===== src/hdl/lbxp_ram.sv =====
// ----------------------------------------------------------------------------
// lbxp_ram
// One-write one-read word store, registered read, with a bypass for a write
// that lands on the read address at the same edge.
// ----------------------------------------------------------------------------
module lbxp_ram #(
  parameter int DEPTH = 16,
  parameter int WIDTH = 64
) (
  input  logic                                    clk,
  input  logic                                    we,
  input  logic [((DEPTH > 1) ? $clog2(DEPTH) : 1)-1:0] waddr,
  input  logic [WIDTH-1:0]                        wdata,
  input  logic                                    re,
  input  logic [((DEPTH > 1) ? $clog2(DEPTH) : 1)-1:0] raddr,
  output logic [WIDTH-1:0]                        rdata
);

  logic [WIDTH-1:0] mem [DEPTH];
  logic [WIDTH-1:0] rd_q;
  logic [WIDTH-1:0] byp_data;
  logic             byp_hit;

  always_ff @(posedge clk) begin
    if (we) begin
      mem[waddr] <= wdata;
    end
  end

  always_ff @(posedge clk) begin
    if (re) begin
      rd_q     <= mem[raddr];
      byp_hit  <= we && (waddr == raddr);
      byp_data <= wdata;
    end
  end

  assign rdata = byp_hit ? byp_data : rd_q;

endmodule


===== config.mk =====
export PLATFORM = sky130hd
export DESIGN_NAME = lbxp_ram
export DESIGN_NICKNAME = d
export VERILOG_FILES = /design/src/hdl/lbxp_ram.sv
export SDC_FILE = /design/constraint.sdc
export NUM_CORES = 1
export LEC_CHECK = 0
export BUFFER_PORTS_ARGS = -buffer_cell sky130_fd_sc_hd__buf_4
export CORE_ASPECT_RATIO = 1.5
export CORE_MARGIN = 2
export CORE_UTILIZATION = 55
export CTS_CLUSTER_DIAMETER = 40
export CTS_CLUSTER_SIZE = 16
export DETAILED_ROUTE_END_ITERATION = 7
export MAX_ROUTING_LAYER = met4
export PLACE_DENSITY = 0.79
export SLEW_MARGIN = 20
export SYNTH_ARGS = -nofsm -noshare
export SYNTH_HDL_FRONTEND = slang
export SYNTH_SLANG_ARGS = --single-unit

===== constraint.sdc =====
create_clock -name clk -period 8 [get_ports clk]
set_input_delay 1.6 -clock clk [delete_from_list [all_inputs] [get_ports clk]]
set_output_delay 1.6 -clock clk [all_outputs]
set_load 0.02 [all_outputs]

## After elaboration in Yosys (flattened, before gate mapping)

Memory sizes are Yosys's and may differ from the RTL's. A register that Yosys moved wholly into a read port is not among the register bits.
Index checks and enable logic that the tools add are counted.

| storage, ports and cells | value |
|---|---|
| logic and storage cells | 8 |
| memories kept | 1 |
| RAM bits | 1024 |
| latch bits | 0 |
| register bits after elaboration | 65 |
| output and inout port bits | 64 |
| memory bits (read-only) | 0 |

Memories:

| name | depth | width | rd ports | clocked after memory_dff | wr ports | RTL line | text |
|---|---|---|---|---|---|---|---|
| mem | 16 | 64 | 1 | 1 | 1 | 19 | `logic [WIDTH-1:0] mem [DEPTH];` |

| cells by class | value |
|---|---|
| magnitude comparators | 0 |
| $add $sub $neg | 0 |
| bitwise logic cells | 0 |
| equal/unequal tests | 1 |
| divide/modulo/power cells | 0 |
| mux-type cells | 3 |
| shifts and indexed selects | 0 |
| reduce and logical (&&, ||, !) cells | 1 |
| multipliers | 0 |

Operator list:

| kind | count |
|---|---|
| $mux 64 | 1 |
| $eq 4x4->1 | 1 |
| $mux 1 | 2 |
| $logic_and 1x1->1 | 1 |

## Logic depth before layout (Yosys ltp)

| depth | value |
|---|---|
| word-level depth | 2 |
| gate-level depth with buffers | 6 |

## Worst setup path after synthesis

Ideal clock, no wire load.

| timing path | value |
|---|---|
| kind | input to register |
| start | input waddr[2] (netlist bit) |
| end | memory mem[0][0] (enable) |
| library setup time | 565 ps |
| path slack | 972 ps |
| cell stages on the path | 2 |
| arrival time | 6463 ps |
| path buffers | 0 |
| path through | or3b_2 > nor3_1 |

RTL lines:

| item | RTL line | text |
|---|---|---|
| start, declared | 12 | `input logic [((DEPTH > 1) ? $clog2(DEPTH) : 1)-1:0] waddr,` |
| end, declared | 19 |  |

No word-level cell before the write port.

## Final worst setup path

| timing path | value |
|---|---|
| start | register byp_hit |
| end | output rdata[2] |

| on the way | value |
|---|---|
| cells in the longest elaborated chain, start to end | 1 |

Ends and longest elaborated chain:

| item | RTL line | text |
|---|---|---|
| start, declared | 22 | `logic byp_hit;` |
| start signal, assigned | 33 | `byp_hit <= we && (waddr == raddr);` |
| $mux 64 | 38 | `assign rdata = byp_hit ? byp_data : rd_q;` |
| end, declared | 16 | `output logic [WIDTH-1:0] rdata` |

Every way passes these cells.

==> flow_summary.ini <==
[run_status]
status = finished, final reports clean

[detailed_routing]
vias = 19850
first_iter_violations = 2933
dr.pass1.iters = 5
finalWirelength_um = 97680
drc_errors = 0
routedWlPerCell_um = 32.43
viasPerCell = 6.590
ant_nets = 0

[pwr]
power_switching_uw = 2461
p_leak_uw = 0.01515
p_sw_share_pct = 20.88
clkPwrFrac_pct = 35.7
ir_drop_uv = 161.8
internal_power_uw = 9325
p_seq_share_pct = 58.3
p_comb_share_pct = 6.0
power.density_nw_per_um2 = 246.1

[worst_setup_path]
critPathCaptureType = output pin
crit_required_ps = 6400
cp_top_family = buffers and inverters
path_class = reg -> out
worstPathMaxFanout = 37
start_kind = flop
critPathBufInv = 3
arrival_ps = 2750
cp_num_cells = 4
crit_chain = buf_4 > buf_4 > mux2_2 > buf_4
path_common_cell = buf_4
rr_worst_depth = 3
crit_path_top_delay_cell = buf_4
cpPeakStageDelay_ps = 630

[cts]
ctsResizeCount = 0
clock_latency_ps = 650
htree_num_levels = 3
ctsHoldBuffers = 0
clkTransAtPathRegs_ps = 70
post_cts.repair.setup_buffers = 0
cts_tree = done
clkSinkCount = 1153
cts.path.max_buffers = 3
cts_root_buf = clkbuf_16
cts_buffers = 88

[timing]
setup_viol = 0
max_freq_ghz = 0.2298
hold_viol = 0
drv_slew = 0
finalCriticalPeriod_ps = 4352
period_share_pct = 54.40
rsz0062_at_grt = no
setup_slack_ps = 3648
slew_headroom_pct = 23.75
fin_tns_setup_ps = 0
worst_pin_slew_ps = 1141
holdWs_ps = 755.8
skew_ps = 16.99

[global_route]
grt_pass1_wl_um = 143400
grt_use_total_pct = 25.54
grt_pass1_vias = 21180
overflow = 0
antenna_found_initial = 3
grt_max_degree = 138

[logic_synthesis]
syn_inst = 1792
avgSynthCellArea_um2 = 23.98
syn_area_um2 = 42980
yosysUniqueCellTypes = 21
yosysWarningCount = 0
syn_nets = 1867
ys_seq_area_share_pct = 80.56
ys_ff_latch = 1153

[run]
max_cap_violations = 0

[die]
dieArea_um2 = 80440
initial_core_util_pct = 55.52
pin_count = 139
num_rows = 125
die_w_um = 232.2
fp.dieH_um = 346.4
fp.coreArea_um2 = 77420

[layout]
layout.nets = 2036
final.fill_count = 4896
drive_gt1_share_pct = 31.51
area_growth_pct = 11.44

[worst_hold_path]
hold_depth = 3
hold_class = reg -> reg

[placement]
globalplace.congestion = 0.7159
port_buffers = 138
post-dp-hpwl_um = 44940
place_ws_ps = 3683
## final timing paths
kind	from	end	slack [ps]
worst max-delay path	byp_hit$_DFFE_PP_	rdata[2]	3650
worst min-delay path	mem[12][48]$_DFFE_PP_	rd_q[48]$_DFFE_PP_	760
worst max register to register	mem[3][13]$_DFFE_PP_	rd_q[13]$_DFFE_PP_	6430
worst min register to register	mem[12][48]$_DFFE_PP_	rd_q[48]$_DFFE_PP_	760
## metal layers
layer | routed length (um) | GRT usage [%]
met5 | 0 | -
met2 | 52170 | 42.72
met4 | 2977 | 9.236
met1 | 33850 | 31.66
met3 | 8682 | 4.191
## logic make-up after synthesis
kind of cell | count (synthesis) | share of synthesized area, %
flip-flops | 1153 | 80.56
multiplexers | 320 | 15.09
AO/OA/AOI/OAI | 128 | 2.236
buffers and inverters | 94 | 1.141
AND/OR/NAND/NOR | 93 | 0.8908
XOR/XNOR | 4 | 0.08153
## power by group through the flow
stage	Sequential, uW	Clock [uW]	Combinational [uW]
CTS	6880	4250	710
detailed placement	7000	0	697
floorplan	6980	0	406
finish	6880	4210	705
global route	6880	4420	750
global placement	6990	0	674
## cells in the final DEF, fill, tap and decap left out, drive strengths merged
cell type,n
diode,3
edfxtp,1153
or3b,1
nand3,1
xnor2,1
and2,1
nor3,4
clkbuf,95
clkinv,13
mux2,64
xor2,3
inv,5
bufinv,4
buf,173
nor2b,2
nand2b,2
mux4,256
clkinvlp,5
nor2,13
a22oi,128
nand2,66
nor4,1
nand3b,2
## registers in the layout (all words and copies together) (netlist names)
| name | flops |
|---|---|
| mem | 1024 |
| byp_data | 64 |
| rd_q | 64 |
| byp_hit | 1 |
## metrics by stage
| stage | total power [uW] | instances | util (%) | area (um^2) |
|---|---|---|---|---|
| after floorplan | 7390 | 1792 | - | 42980 |
| after global placement | 7662 | 2885 | 58.41 | 45220 |
| after detailed placement | 7698 | 2886 | 58.45 | 45250 |
| after CTS | 11830 | 3008 | 61.82 | 47860 |
| after global routing | 12050 | 3012 | 61.86 | 47890 |
| final | 11790 | 3012 | 61.86 | 47890 |
## cell usage after synthesis
cell type	number	area, um^2
a22oi_1	128	960.9
and2_1	1	6.260
buf_1	11	41.29
buf_2	20	100.1
buf_4	4	30.03
buf_6	13	146.4
clkbuf_1	46	172.7
edfxtp_1	1153	34620
mux2_2	64	720.7
mux4_2	256	5766
nand2_1	66	247.7
nand2b_1	2	12.51
nand3_1	1	5.000
nand3b_1	2	15.01
nor2_1	13	48.80
nor2b_1	2	12.51
nor3_1	4	20.02
nor4_1	1	6.260
or3b_2	1	8.760
xnor2_1	1	8.760
xor2_1	3	26.28
## worst register-to-register path, cell delays in order (launching register included)
cell and delay (ps):
edfxtp_1 380, mux4_2 490, a22oi_1 280, nand2_1 150
## layout make-up
class                      instances  area (um^2)  area share [%]
multi-input combinational        545         8000           16.70
sequential                      1153        34620           72.29
tap                             1016         1271           2.654
clock buffer                      95         2335           4.875
clock inverter                    27        274.0          0.5721
antenna                            3        7.507         0.01567
timing repair buffer             173         1383           2.887
Power figures use the tool's default switching activity.
